`config.mk`:
```
export PLATFORM = sky130hd
export DESIGN_NAME = two_reader_broadcast_fifo_core_flat
export DESIGN_NICKNAME = d
export VERILOG_FILES = /design/src/hw/rtl/tbrf_pkg.sv /design/src/hw/rtl/tbrf_in_if.sv /design/src/hw/rtl/tbrf_out_if.sv /design/src/hw/rtl/tbrf_mem.sv /design/src/hw/rtl/tbrf_ctrl.sv /design/src/hw/rtl/two_reader_broadcast_fifo_core.sv /design/src/flat_wrapper.sv
export SDC_FILE = /design/constraint.sdc
export NUM_CORES = 1
export LEC_CHECK = 0
export BUFFER_PORTS_ARGS = -buffer_cell sky130_fd_sc_hd__buf_4
export CORE_ASPECT_RATIO = 1.2
export CORE_MARGIN = 1
export CORE_UTILIZATION = 50
export CTS_BUF_LIST = sky130_fd_sc_hd__clkbuf_16
export DETAILED_ROUTE_END_ITERATION = 10
export GPL_TIMING_DRIVEN = 0
export HOLD_SLACK_MARGIN = 0.08
export PLACE_DENSITY = 0.63
export SLEW_MARGIN = 10
export SYNTH_ARGS = -nofsm -noshare
export SYNTH_HDL_FRONTEND = slang
export SYNTH_SLANG_ARGS = --single-unit
```
`constraint.sdc`:
```
create_clock -name clk -period 10.8 [get_ports clk]
set_input_delay 1.08 -clock clk [delete_from_list [all_inputs] [get_ports clk]]
set_output_delay 1.08 -clock clk [all_outputs]
set_load 0.05 [all_outputs]
```
`src/hw/rtl/tbrf_pkg.sv`:
```
`default_nettype none

package tbrf_pkg;

  // Fixed field widths of the channels
  localparam int unsigned OpWidth      = 2;
  localparam int unsigned PayloadWidth = 64;
  localparam int unsigned StatusWidth  = 2;

  typedef enum logic [OpWidth-1:0] {
    OP_WRITE  = 2'd0,
    OP_READ_A = 2'd1,
    OP_READ_B = 2'd2,
    OP_CLOSE  = 2'd3
  } op_t;

  typedef enum logic [StatusWidth-1:0] {
    ST_OK     = 2'd0,
    ST_CLOSED = 2'd1,
    ST_FULL   = 2'd2,
    ST_EMPTY  = 2'd3
  } status_t;

  // Decision for one transaction, from the pointer logic to the datapath
  typedef struct packed {
    logic    wr_en;
    logic    rd_en;
    status_t status;
    logic    closed;
  } ctrl_t;

endpackage

`default_nettype wire

```
`src/hw/rtl/tbrf_in_if.sv`:
```
`default_nettype none

interface tbrf_in_if;
  logic                                   valid;
  logic                                   ready;
  logic [tbrf_pkg::OpWidth-1:0]           opcode;
  logic [tbrf_pkg::PayloadWidth-1:0]      payload;

  modport source (output valid, opcode, payload, input ready);
  modport sink   (input valid, opcode, payload, output ready);
endinterface

`default_nettype wire

```
`src/hw/rtl/tbrf_out_if.sv`:
```
`default_nettype none

interface tbrf_out_if;
  logic                                   valid;
  logic                                   ready;
  logic [tbrf_pkg::StatusWidth-1:0]       status;
  logic [tbrf_pkg::PayloadWidth-1:0]      read_data;
  logic                                   closed_flag;

  modport source (output valid, status, read_data, closed_flag, input ready);
  modport sink   (input valid, status, read_data, closed_flag, output ready);
endinterface

`default_nettype wire

```
`src/hw/rtl/tbrf_mem.sv`:
```
`default_nettype none

// Entry store: one write port, one read port, registered read data.
module tbrf_mem #(
  parameter int unsigned DEPTH      = 16,
  parameter int unsigned DATA_WIDTH = 64
) (
  input  wire logic                          clk,
  input  wire logic                          wr_en,
  input  wire logic [$clog2(DEPTH)-1:0]      wr_addr,
  input  wire logic [DATA_WIDTH-1:0]         wr_data,
  input  wire logic                          rd_en,
  input  wire logic [$clog2(DEPTH)-1:0]      rd_addr,
  output logic      [DATA_WIDTH-1:0]         rd_data
);

  logic [DATA_WIDTH-1:0] mem [DEPTH];

  always_ff @(posedge clk) begin
    if (wr_en) begin
      mem[wr_addr] <= wr_data;
    end
  end

  // Holds its value while no read is issued.
  always_ff @(posedge clk) begin
    if (rd_en) begin
      rd_data <= mem[rd_addr];
    end
  end

endmodule

`default_nettype wire

```
`src/hw/rtl/tbrf_ctrl.sv`:
```
`default_nettype none

// Write and reader counts (modulo 2*DEPTH), closed flag, per-op decision.
module tbrf_ctrl #(
  parameter int unsigned DEPTH = 16
) (
  input  wire logic                             clk,
  input  wire logic                             rst,
  input  wire logic                             take,
  input  wire tbrf_pkg::op_t                    opcode,
  output tbrf_pkg::ctrl_t                       ctrl,
  output logic      [$clog2(DEPTH)-1:0]         wr_addr,
  output logic      [$clog2(DEPTH)-1:0]         rd_addr
);

  localparam int unsigned AW   = $clog2(DEPTH);
  localparam int unsigned CW   = $clog2(2 * DEPTH);
  localparam logic [CW-1:0] DepthC = CW'(DEPTH);
  localparam logic [CW-1:0] WrapC  = CW'(2 * DEPTH - 1);

  logic [CW-1:0] wcnt, wcnt_next;
  logic [CW-1:0] acnt, acnt_next;
  logic [CW-1:0] bcnt, bcnt_next;
  logic          closed, closed_next;
  logic [CW-1:0] unseen_a, unseen_b, occ;

  function automatic logic [CW-1:0] unseen(input logic [CW-1:0] w, input logic [CW-1:0] r);
    logic [CW:0] sum;
    sum = {1'b0, w} - {1'b0, r};
    if (w < r) begin
      sum = {1'b0, w} + (CW + 1)'(2 * DEPTH) - {1'b0, r};
    end
    return sum[CW-1:0];
  endfunction

  function automatic logic [CW-1:0] advance(input logic [CW-1:0] c);
    return (c == WrapC) ? '0 : c + 1'b1;
  endfunction

  function automatic logic [AW-1:0] slot(input logic [CW-1:0] c);
    logic [CW-1:0] s;
    s = (c >= DepthC) ? c - DepthC : c;
    return s[AW-1:0];
  endfunction

  assign unseen_a = unseen(wcnt, acnt);
  assign unseen_b = unseen(wcnt, bcnt);
  assign occ      = (unseen_a > unseen_b) ? unseen_a : unseen_b;
  assign wr_addr  = slot(wcnt);

  always_comb begin
    wcnt_next   = wcnt;
    acnt_next   = acnt;
    bcnt_next   = bcnt;
    closed_next = closed;
    ctrl.wr_en  = 1'b0;
    ctrl.rd_en  = 1'b0;
    ctrl.status = tbrf_pkg::ST_OK;
    rd_addr     = slot(acnt);
    case (opcode)
      tbrf_pkg::OP_WRITE: begin
        if (closed) begin
          ctrl.status = tbrf_pkg::ST_CLOSED;
        end else if (occ >= DepthC) begin
          ctrl.status = tbrf_pkg::ST_FULL;
        end else begin
          ctrl.wr_en = take;
          wcnt_next  = advance(wcnt);
        end
      end
      tbrf_pkg::OP_READ_A: begin
        if (unseen_a == '0) begin
          ctrl.status = tbrf_pkg::ST_EMPTY;
        end else begin
          ctrl.rd_en = take;
          acnt_next  = advance(acnt);
        end
      end
      tbrf_pkg::OP_READ_B: begin
        rd_addr = slot(bcnt);
        if (unseen_b == '0) begin
          ctrl.status = tbrf_pkg::ST_EMPTY;
        end else begin
          ctrl.rd_en = take;
          bcnt_next  = advance(bcnt);
        end
      end
      tbrf_pkg::OP_CLOSE: begin
        if (unseen_a == '0 && unseen_b == '0) begin
          closed_next = 1'b1;
        end
      end
      default: begin
        ctrl.status = tbrf_pkg::ST_OK;
      end
    endcase
    ctrl.closed = closed_next;
  end

  always_ff @(posedge clk) begin
    if (rst) begin
      wcnt   <= '0;
      acnt   <= '0;
      bcnt   <= '0;
      closed <= 1'b0;
    end else if (take) begin
      wcnt   <= wcnt_next;
      acnt   <= acnt_next;
      bcnt   <= bcnt_next;
      closed <= closed_next;
    end
  end

endmodule

`default_nettype wire

```
`src/hw/rtl/two_reader_broadcast_fifo_core.sv`:
```
`default_nettype none

// Bounded FIFO read once by each of two readers (A and B).
// req channel: one transaction per operation (opcode + payload):
//   write, read for A, read for B, close.
// rsp channel: exactly one transaction per req transaction, in order,
//   carrying status, read_data (zero unless a read succeeded) and the
//   closed flag as it stands after the operation.
// Path: a result reaches rsp through the read stage (which waits on the entry
//   store's registered read) and then through the output register.
// Throughput: one operation per cycle while rsp is not held off; counts and
//   flag update at accept, so the next operation sees them at once.
// Reset (rst, synchronous): req.ready low, counts to zero, buffer open,
//   both stages empty. Store contents are not cleared; only written
//   entries are ever read.
// Stall: when rsp is held off, the result stays in the output register,
//   one more result waits in the read stage (store data held in place),
//   and req.ready drops until the output register drains.
module two_reader_broadcast_fifo_core #(
  parameter int unsigned DEPTH      = 16,
  parameter int unsigned DATA_WIDTH = 64
) (
  input  wire logic clk,
  input  wire logic rst,
  tbrf_in_if.sink   req,
  tbrf_out_if.source rsp
);

  localparam int unsigned AW = $clog2(DEPTH);

  tbrf_pkg::ctrl_t        ctrl;
  logic [AW-1:0]          wr_addr;
  logic [AW-1:0]          rd_addr;
  logic [DATA_WIDTH-1:0]  rd_data;
  logic                   take;
  logic                   s1_adv;

  // read stage
  logic                   s1_valid;
  tbrf_pkg::status_t      s1_status;
  logic                   s1_closed;
  logic                   s1_rd;

  // output register
  logic                   out_valid;
  tbrf_pkg::status_t      out_status;
  logic [tbrf_pkg::PayloadWidth-1:0] out_data;
  logic                   out_closed;

  assign s1_adv    = !out_valid || rsp.ready;
  assign req.ready = !rst && (!s1_valid || s1_adv);
  assign take      = req.valid && req.ready;

  tbrf_ctrl #(
    .DEPTH(DEPTH)
  ) u_ctrl (
    .clk     (clk),
    .rst     (rst),
    .take    (take),
    .opcode  (tbrf_pkg::op_t'(req.opcode)),
    .ctrl    (ctrl),
    .wr_addr (wr_addr),
    .rd_addr (rd_addr)
  );

  tbrf_mem #(
    .DEPTH      (DEPTH),
    .DATA_WIDTH (DATA_WIDTH)
  ) u_mem (
    .clk     (clk),
    .wr_en   (ctrl.wr_en),
    .wr_addr (wr_addr),
    .wr_data (req.payload[DATA_WIDTH-1:0]),
    .rd_en   (ctrl.rd_en),
    .rd_addr (rd_addr),
    .rd_data (rd_data)
  );

  // read stage: waits for the store's registered data
  always_ff @(posedge clk) begin
    if (rst) begin
      s1_valid <= 1'b0;
    end else if (take) begin
      s1_valid <= 1'b1;
    end else if (s1_adv) begin
      s1_valid <= 1'b0;
    end
  end

  always_ff @(posedge clk) begin
    if (take) begin
      s1_status <= ctrl.status;
      s1_closed <= ctrl.closed;
      s1_rd     <= ctrl.rd_en;
    end
  end

  // output register
  always_ff @(posedge clk) begin
    if (rst) begin
      out_valid <= 1'b0;
    end else if (s1_adv) begin
      out_valid <= s1_valid;
    end
  end

  always_ff @(posedge clk) begin
    if (s1_adv && s1_valid) begin
      out_status <= s1_status;
      out_closed <= s1_closed;
      out_data   <= s1_rd ? tbrf_pkg::PayloadWidth'(rd_data) : '0;
    end
  end

  assign rsp.valid       = out_valid;
  assign rsp.status      = out_status;
  assign rsp.read_data   = out_data;
  assign rsp.closed_flag = out_closed;

  // A single operation never both writes and reads the store.
  a_one_port_op: assert property (@(posedge clk) disable iff (rst)
    $onehot0({ctrl.wr_en, ctrl.rd_en}))
    else $error("store write and read issued for one transaction");

  // A result stuck behind a stalled output stays in the read stage.
  a_s1_hold: assert property (@(posedge clk) disable iff (rst)
    s1_valid && !s1_adv |=> s1_valid)
    else $error("pending result dropped from read stage");

  // Once reported closed, later results stay closed.
  a_closed_sticky: assert property (@(posedge clk) disable iff (rst)
    rsp.valid && rsp.ready && rsp.closed_flag |=> !rsp.valid || rsp.closed_flag)
    else $error("closed flag fell");

  // A store read or write is only issued for an accepted transaction.
  a_rd_on_take: assert property (@(posedge clk) disable iff (rst)
    ctrl.rd_en || ctrl.wr_en |-> take)
    else $error("store access without accepted transaction");

endmodule

`default_nettype wire
```
`src/flat_wrapper.sv`:
```
// flat-port wrapper written by rule: the top's interface ports become plain ports
module two_reader_broadcast_fifo_core_flat 
#(
  parameter int unsigned DEPTH      = 16,
  parameter int unsigned DATA_WIDTH = 64
)
  (clk, rst, req_valid, req_opcode, req_payload, req_ready, rsp_valid, rsp_status, rsp_read_data, rsp_closed_flag, rsp_ready);
  tbrf_in_if req_i ();
  tbrf_out_if rsp_i ();
  input  wire logic clk;
  input  wire logic rst;
  input wire logic [$bits(req_i.valid)-1:0] req_valid;
  input wire logic [$bits(req_i.opcode)-1:0] req_opcode;
  input wire logic [$bits(req_i.payload)-1:0] req_payload;
  output wire logic [$bits(req_i.ready)-1:0] req_ready;
  output wire logic [$bits(rsp_i.valid)-1:0] rsp_valid;
  output wire logic [$bits(rsp_i.status)-1:0] rsp_status;
  output wire logic [$bits(rsp_i.read_data)-1:0] rsp_read_data;
  output wire logic [$bits(rsp_i.closed_flag)-1:0] rsp_closed_flag;
  input wire logic [$bits(rsp_i.ready)-1:0] rsp_ready;
  assign req_i.valid = req_valid;
  assign req_i.opcode = req_opcode;
  assign req_i.payload = req_payload;
  assign req_ready = req_i.ready;
  assign rsp_valid = rsp_i.valid;
  assign rsp_status = rsp_i.status;
  assign rsp_read_data = rsp_i.read_data;
  assign rsp_closed_flag = rsp_i.closed_flag;
  assign rsp_i.ready = rsp_ready;
  two_reader_broadcast_fifo_core #(.DEPTH(DEPTH), .DATA_WIDTH(DATA_WIDTH)) u_core (.clk(clk), .rst(rst), .req(req_i), .rsp(rsp_i));
endmodule
```
Word level (Yosys, flattened, before mapping)
Memory sizes are Yosys's and may differ from the RTL's. A register that Yosys moved wholly into a read port is not among the register bits.
Cells that the tools add are included.
{"block": "totals", "memories": 1, "register_bits": 89, "ram_bits": 1024, "output_inout_bits": 69, "input_bits": 70, "wordCells": 84}
{"block": "op_classes", "eq_ne": 6, "add_sub_neg": 11, "reduce_logical": 16, "bitwise": 4, "magnitude_cmp": 7, "n_mux": 27}
{"name": "u_core.u_mem.mem", "words": 16, "width": 64, "rd": 1, "rd_clocked_by_memory_dff": 1, "wr": 1, "line_no": "tbrf_mem.sv:17", "text": "logic [DATA_WIDTH-1:0] mem [DEPTH];"}
{"cell": "2-to-1 mux 5 bit", "count": 6}
{"cell": "adder 5 x 1 -> 5 bit (second input constant)", "count": 4}
{"cell": ">= comparator 5 bit (second input constant)", "count": 4}
{"cell": "subtractor 5 bit", "count": 4}
{"cell": "2-to-1 mux 4 bit", "count": 4}
{"cell": "== test 5 bit (second input constant)", "count": 3}
{"cell": "subtractor 4 x 1 -> 4 bit (second input constant)", "count": 3}
{"cell": "2-to-1 mux 1 bit", "count": 11}
{"cell": "zero test 5 bit", "count": 2}
{"cell": "< comparator 5 bit", "count": 2}
{"cell": "2-to-1 mux 2 bit", "count": 4}
{"cell": "case mux 2 bit (3 select lines)", "count": 1}
{"cell": "AND reduction 3 bit", "count": 2}
{"cell": "greater-than comparator 5 bit", "count": 1}
{"cell": "== test 2 bit (second input constant)", "count": 2}
{"cell": "logical AND 1 bit", "count": 4}
{"cell": "inverter 1 bit", "count": 4}
{"cell": "AND reduction 4 bit", "count": 1}
{"cell": "zero test 1 bit", "count": 3}
{"cell": "== test 2 x 1 -> 1 bit (second input constant)", "count": 1}
{"cell": "zero test 2 bit", "count": 1}
{"cell": "logical OR 1 bit", "count": 2}
{"cell": "case mux 1 bit (2 select lines)", "count": 1}
{"cell": "nonzero test 2 bit", "count": 1}

Logic depth before layout (Yosys ltp)
{"block": "logic_depth", "ltp_word": 11, "ltp_mapped": 14, "depth_no_buf": 13}

By module
From an unflattened synthesis, not the netlist that was laid out.
{"block": "hier_totals", "cells_unflattened": 1982, "area_unflattened_um2": 44482.7}
{"module": "tbrf_mem", "instances": 1, "seq_area_each_um2": 32671.3, "area_per_inst_um2": 40222.3, "cells_each": 1647}
{"module": "two_reader_broadcast_fifo_core", "instances": 1, "seq_area_each_um2": 2172.1, "area_per_inst_um2": 2742.6, "cells_each": 152}
{"module": "tbrf_ctrl", "instances": 1, "seq_area_each_um2": 320.3, "area_per_inst_um2": 1517.7, "cells_each": 183}

Worst setup path after synthesis
Ideal clock, no wire load.
{"block": "synth_path", "path_type": "input to register", "start": "input rsp_ready", "end": "register u_core.s1_rd, data pin", "setup_slack_ns": 2.966, "setup_ns": 1.144, "t_arrival_ns": 6.690, "required_time_ns": 9.656, "path_buffers": 0, "path_stages": 5, "cell_sequence": "and3b_1 -> nor3b_4 -> and2_1 -> o31ai_2 -> a21boi_0"}
{"item": "start: declaration", "line_no": "flat_wrapper.sv:20", "text": "input wire logic [$bits(rsp_i.ready)-1:0] rsp_ready;"}
{"item": "end signal: assignment", "line_no": "two_reader_broadcast_fifo_core.sv:94", "text": "s1_rd <= ctrl.rd_en;"}
{"item": "end: declaration", "line_no": "two_reader_broadcast_fifo_core.sv:42", "text": "logic s1_rd;"}

Final worst setup path
{"block": "layout_path", "start": "register u_core.u_ctrl.wcnt[0]", "end": "memory u_core.u_mem.mem[3][51], enable pin"}
{"block": "layout_via", "elab_chain_len": 11, "elab_cells_between_ends": 20, "classes_between": "add/sub (6); order compare (5); mux (9)"}
{"item": "start: declaration", "line_no": "tbrf_ctrl.sv:21", "text": "logic [CW-1:0] wcnt, wcnt_next;"}
{"item": "start signal: assignment", "line_no": "tbrf_ctrl.sv:107", "text": "wcnt <= wcnt_next;"}
{"item": "adder 5 x 1 -> 5 bit", "line_no": "tbrf_ctrl.sv:31", "text": "sum = {1'b0, w} + (CW + 1)'(2 * DEPTH) - {1'b0, r};"}
{"item": "subtractor 5 bit", "line_no": "tbrf_ctrl.sv:31"}
{"item": "2-to-1 mux 5 bit", "line_no": "tbrf_ctrl.sv:30", "text": "if (w < r) begin"}
{"item": "greater-than comparator 5 bit", "line_no": "tbrf_ctrl.sv:48", "text": "assign occ = (unseen_a > unseen_b) ? unseen_a : unseen_b;"}
{"item": "2-to-1 mux 5 bit", "line_no": "tbrf_ctrl.sv:48"}
{"item": ">= comparator 5 bit", "line_no": "tbrf_ctrl.sv:64", "text": "end else if (occ >= DepthC) begin"}
{"item": "2-to-1 mux 1 bit", "line_no": "tbrf_ctrl.sv:64"}
{"item": "2-to-1 mux 1 bit", "line_no": "tbrf_ctrl.sv:62", "text": "if (closed) begin"}
{"item": "2-to-1 mux 1 bit", "line_no": "tbrf_ctrl.sv:60", "text": "case (opcode)"}
{"item": "2-to-1 mux 1 bit", "line_no": "tbrf_mem.sv:20", "text": "if (wr_en) begin"}
{"item": "2-to-1 mux 1 bit (implied by the code)", "line_no": "tbrf_mem.sv:21", "text": "mem[wr_addr] <= wr_data;"}
{"item": "end: declaration", "line_no": "tbrf_mem.sv:17"}
Parallel ways exist; a longest one is shown, timed or not.

==> impl_metrics.env <==
export IMPL_synth_fa_ha_area_frac=0.00811
export IMPL_synth_edf_count=1159
export IMPL_fin_crit_ps=4950
export IMPL_hold_path_end="u_core.rsp.status[1]"
export IMPL_drive_gt1_frac=0.272
export IMPL_multiInputGateArea_mm2=0.00934
export IMPL_rrSetupSlack_ps=5850
export IMPL_comb_power_share=0.024
export IMPL_rsz0062_at_grt="false"
export IMPL_dp_hpwl_um=61100
export IMPL_drtIter0Drc=2031
export IMPL_grt_pass1_vias=22600
export IMPL_seq_area_mm2=0.0352
export IMPL_fp_row_count=120
export IMPL_endpoint_kind="flop"
export IMPL_final_util=0.584
export IMPL_nNetsFinal=2492
export IMPL_pwr_share_clk=0.425
export IMPL_cp_start_kind="flop"
export IMPL_seqPwrFrac=0.550
export IMPL_avgSynthCellArea_um2=21.4
export IMPL_cts_path_max_buffers=3
export IMPL_ant_nets=0
export IMPL_cts_buffers=110
export IMPL_place_congestion=0.768
export IMPL_synth_area_leaders="edfxtp_1 77%, mux4_2 13%, and2_1 1.8%"
export IMPL_n_fill_cell=6559
export IMPL_yosys_area_top_type="edfxtp_1"
export IMPL_switching_share=0.197
export IMPL_total_power_uw=9160
export IMPL_die_width_um=276
export IMPL_tritoncts="built"
export IMPL_synth_compound_area_share=0.0275
export IMPL_mostFrequentLayoutCell="edfxtp_1"
export IMPL_first_pass_iters=5
export IMPL_vias=21700
export IMPL_ys_seq_elements=1177
export IMPL_power_density_mw_per_mm2=176
export IMPL_antenna_found_initial=5
export IMPL_ir_worst_vdd_uv=115
export IMPL_syn_inst=2106
export IMPL_fmaxAchievable_ghz=0.202
export IMPL_die_area_mm2=0.0913
export IMPL_drc=0
export IMPL_synthMuxAreaShare=0.130
export IMPL_overflow=0
export IMPL_grt_max_degree=41
export IMPL_port_buffers=138
export IMPL_wirelength_um=99800
export IMPL_synth_xor_area_frac=0.00153
export IMPL_clkTransAtPathRegs_ps=60
export IMPL_critPathKind="flop to flop"
export IMPL_syn_num_nets=2204
export IMPL_skew_ps=22.5
export IMPL_placed_area_mm2=0.0484
export IMPL_synth_top_area_share=0.772
export IMPL_crit_fanout=10
export IMPL_r2r_end="u_core.u_mem.mem[3][51]"
export IMPL_intPower_uw=7350
export IMPL_outcome="completed"
export IMPL_p_switching_uw=1810
export IMPL_hold_buffers=0
export IMPL_synth_cell_types=57
export IMPL_root_buffer="clkbuf_16"
export IMPL_pin_count=139
export IMPL_holdCritStartpoint="u_core.s1_status[1]"
export IMPL_area_growth_pct=15.5
export IMPL_drv_cap=0
export IMPL_ctsResizeCount=0
export IMPL_via_per_inst=5.94
export IMPL_rr_worst_depth=17
export IMPL_synth_simple_gate_area_frac=0.0379
export IMPL_drv_slew=0
export IMPL_htree_levels=3
export IMPL_syn_cell_area_mm2=0.0451
export IMPL_grtUsageTotal=0.221
export IMPL_worstMarginPinSlew_ps=1320
export IMPL_required_ps=11180
export IMPL_hold_depth=0
export IMPL_wl_per_cell_um=27.3
export IMPL_fp_coreArea_mm2=0.0892
export IMPL_r2r_start="u_core.u_ctrl.wcnt[0]"
export IMPL_ys_seq_area_frac=0.780
export IMPL_finalHoldViolCount=0
export IMPL_die_h_um=331
export IMPL_grt_pass1_wl_um=148000
export IMPL_critPathArrivalTime_ps=5340
export IMPL_setup_viol=0
export IMPL_ys_flop_type="edfxtp_1"
export IMPL_insertion_delay_ps=680
export IMPL_final_area_mm2=0.0520
export IMPL_ys_warn_count=0
export IMPL_initial_core_util=0.505
export IMPL_layout_common_cells="1159 x edfxtp_1, 256 x mux4_2, 152 x buf_4"
export IMPL_synth_top_family_by_area="multiplexers"
export IMPL_p_leak_uw=0.0172
export IMPL_async_flop_share=0
export IMPL_postCtsSetupBuffers=0
export IMPL_clock_sinks=1177
export IMPL_max_slew_margin=0.122
export IMPL_hp_class="flop to flop"
export IMPL_fin_crit_sh=0.459
power by group through the flow:
stage	Sequential [µW]	Combinational (µW)	Clock, µW
floorplan	5180	71.5	0
global placement	5140	210	0
detailed placement	5140	226	0
CTS	5040	227	3950
global route	5040	240	4110
finish	5040	224	3890
routing by layer:
| layer | up-vias | track usage | part of all wire |
|---|---|---|---|
| li1 | 9261 | - | - |
| met1 | 11600 | 0.298 | 0.41 |
| met2 | 709 | 0.379 | 0.51 |
| met3 | 147 | 0.0321 | 0.056 |
| met4 | 6 | 0.0653 | 0.023 |
| met5 | - | 0 | 0.00040 |
state kept, by name, indices dropped and copies added (netlist names):
| register | flops |
|---|---|
| u_core.u_ctrl.acnt | 5 |
| u_core.rsp.status | 2 |
| u_core.u_mem.rd_data | 64 |
| u_core.s1_status | 2 |
| u_core.s1_rd | 1 |
| u_core.u_ctrl.closed | 1 |
| u_core.s1_closed | 1 |
| u_core.u_ctrl.wcnt | 5 |
| u_core.u_mem.mem | 1024 |
| u_core.u_ctrl.bcnt | 5 |
| u_core.rsp.read_data | 64 |
| u_core.rsp.closed_flag | 1 |
| u_core.rsp.valid | 1 |
| u_core.s1_valid | 1 |
worst max-delay path by stage:
stage	from	to	slack (ps)	cells after the start
6_report	u_core.u_ctrl.wcnt[0]	u_core.u_mem.mem[3][51]	5850	17
5_1_grt	u_core.u_ctrl.wcnt[0]	u_core.u_mem.mem[3][51]	5640	17
4_1_cts	u_core.u_ctrl.wcnt[0]	u_core.u_mem.mem[3][51]	5870	16
3_5_place_dp	u_core.u_ctrl.wcnt[0]	u_core.u_mem.mem[3][51]	5880	16
3_3_place_gp	u_core.u_ctrl.wcnt[0]	u_core.u_mem.mem[3][37]	-2860	13
2_1_floorplan	rsp_ready	u_core.s1_rd	2970	5
cell type report:
| class | instances | share of cell area |
|---|---|---|
| clock buffers | 114 | 0.0548 |
| diodes | 2 | 0.0000962 |
| plain buffers | 111 | 0.0117 |
| inverters | 16 | 0.00115 |
| clock inverters | 94 | 0.0155 |
| multi-input cells | 802 | 0.179 |
| well taps | 1159 | 0.0279 |
| flip-flops and latches | 1177 | 0.676 |
| repair buffers | 176 | 0.0339 |
logic make-up after synthesis:
group                      count (synthesis)
DFF                                     1177
and+or+nand+nor                          330
muxes                                    263
AOI/OAI and AO/OA                        174
buffers and inverters                    127
adders and majority gates                 28
xor gates and xnor gates                   7
worst max-delay path, cell delays in order (launching register included):
cell,delay [ps]
dfxtp_1,460
inv_1,180
ha_1,250
nand2b_1,150
a21oi_1,180
xor2_1,300
inv_1,80
ha_1,300
a21oi_1,160
o21ai_2,100
a21o_4,230
a211oi_1,330
clkbuf_1,390
nand2_1,170
nor3_2,650
buf_6,280
buf_4,220
buf_4,210
through the flow:
stage                     hold WS [ps]  TNS, ps  setup WS [ps]  cells
final                              422        0           5850   3651
after detailed placement           405        0           5880   3441
after CTS                          419        0           5870   3649
after global routing               424        0           5640   3650
after global placement             407  -283250          -2860   3403
after floorplan                    400        0           2970   2106
synth_stat cells, drive strengths merged (15+ instances only):
cell type	instances
edfxtp	1159
mux4	256
nand2	138
and2	130
a31oi	68
a211oi	65
buf	61
clkbuf	50
ha	26
and3	19
dfxtp	18
inv	16
nor2	16
a21oi	15
Power figures use the tool's default switching activity.
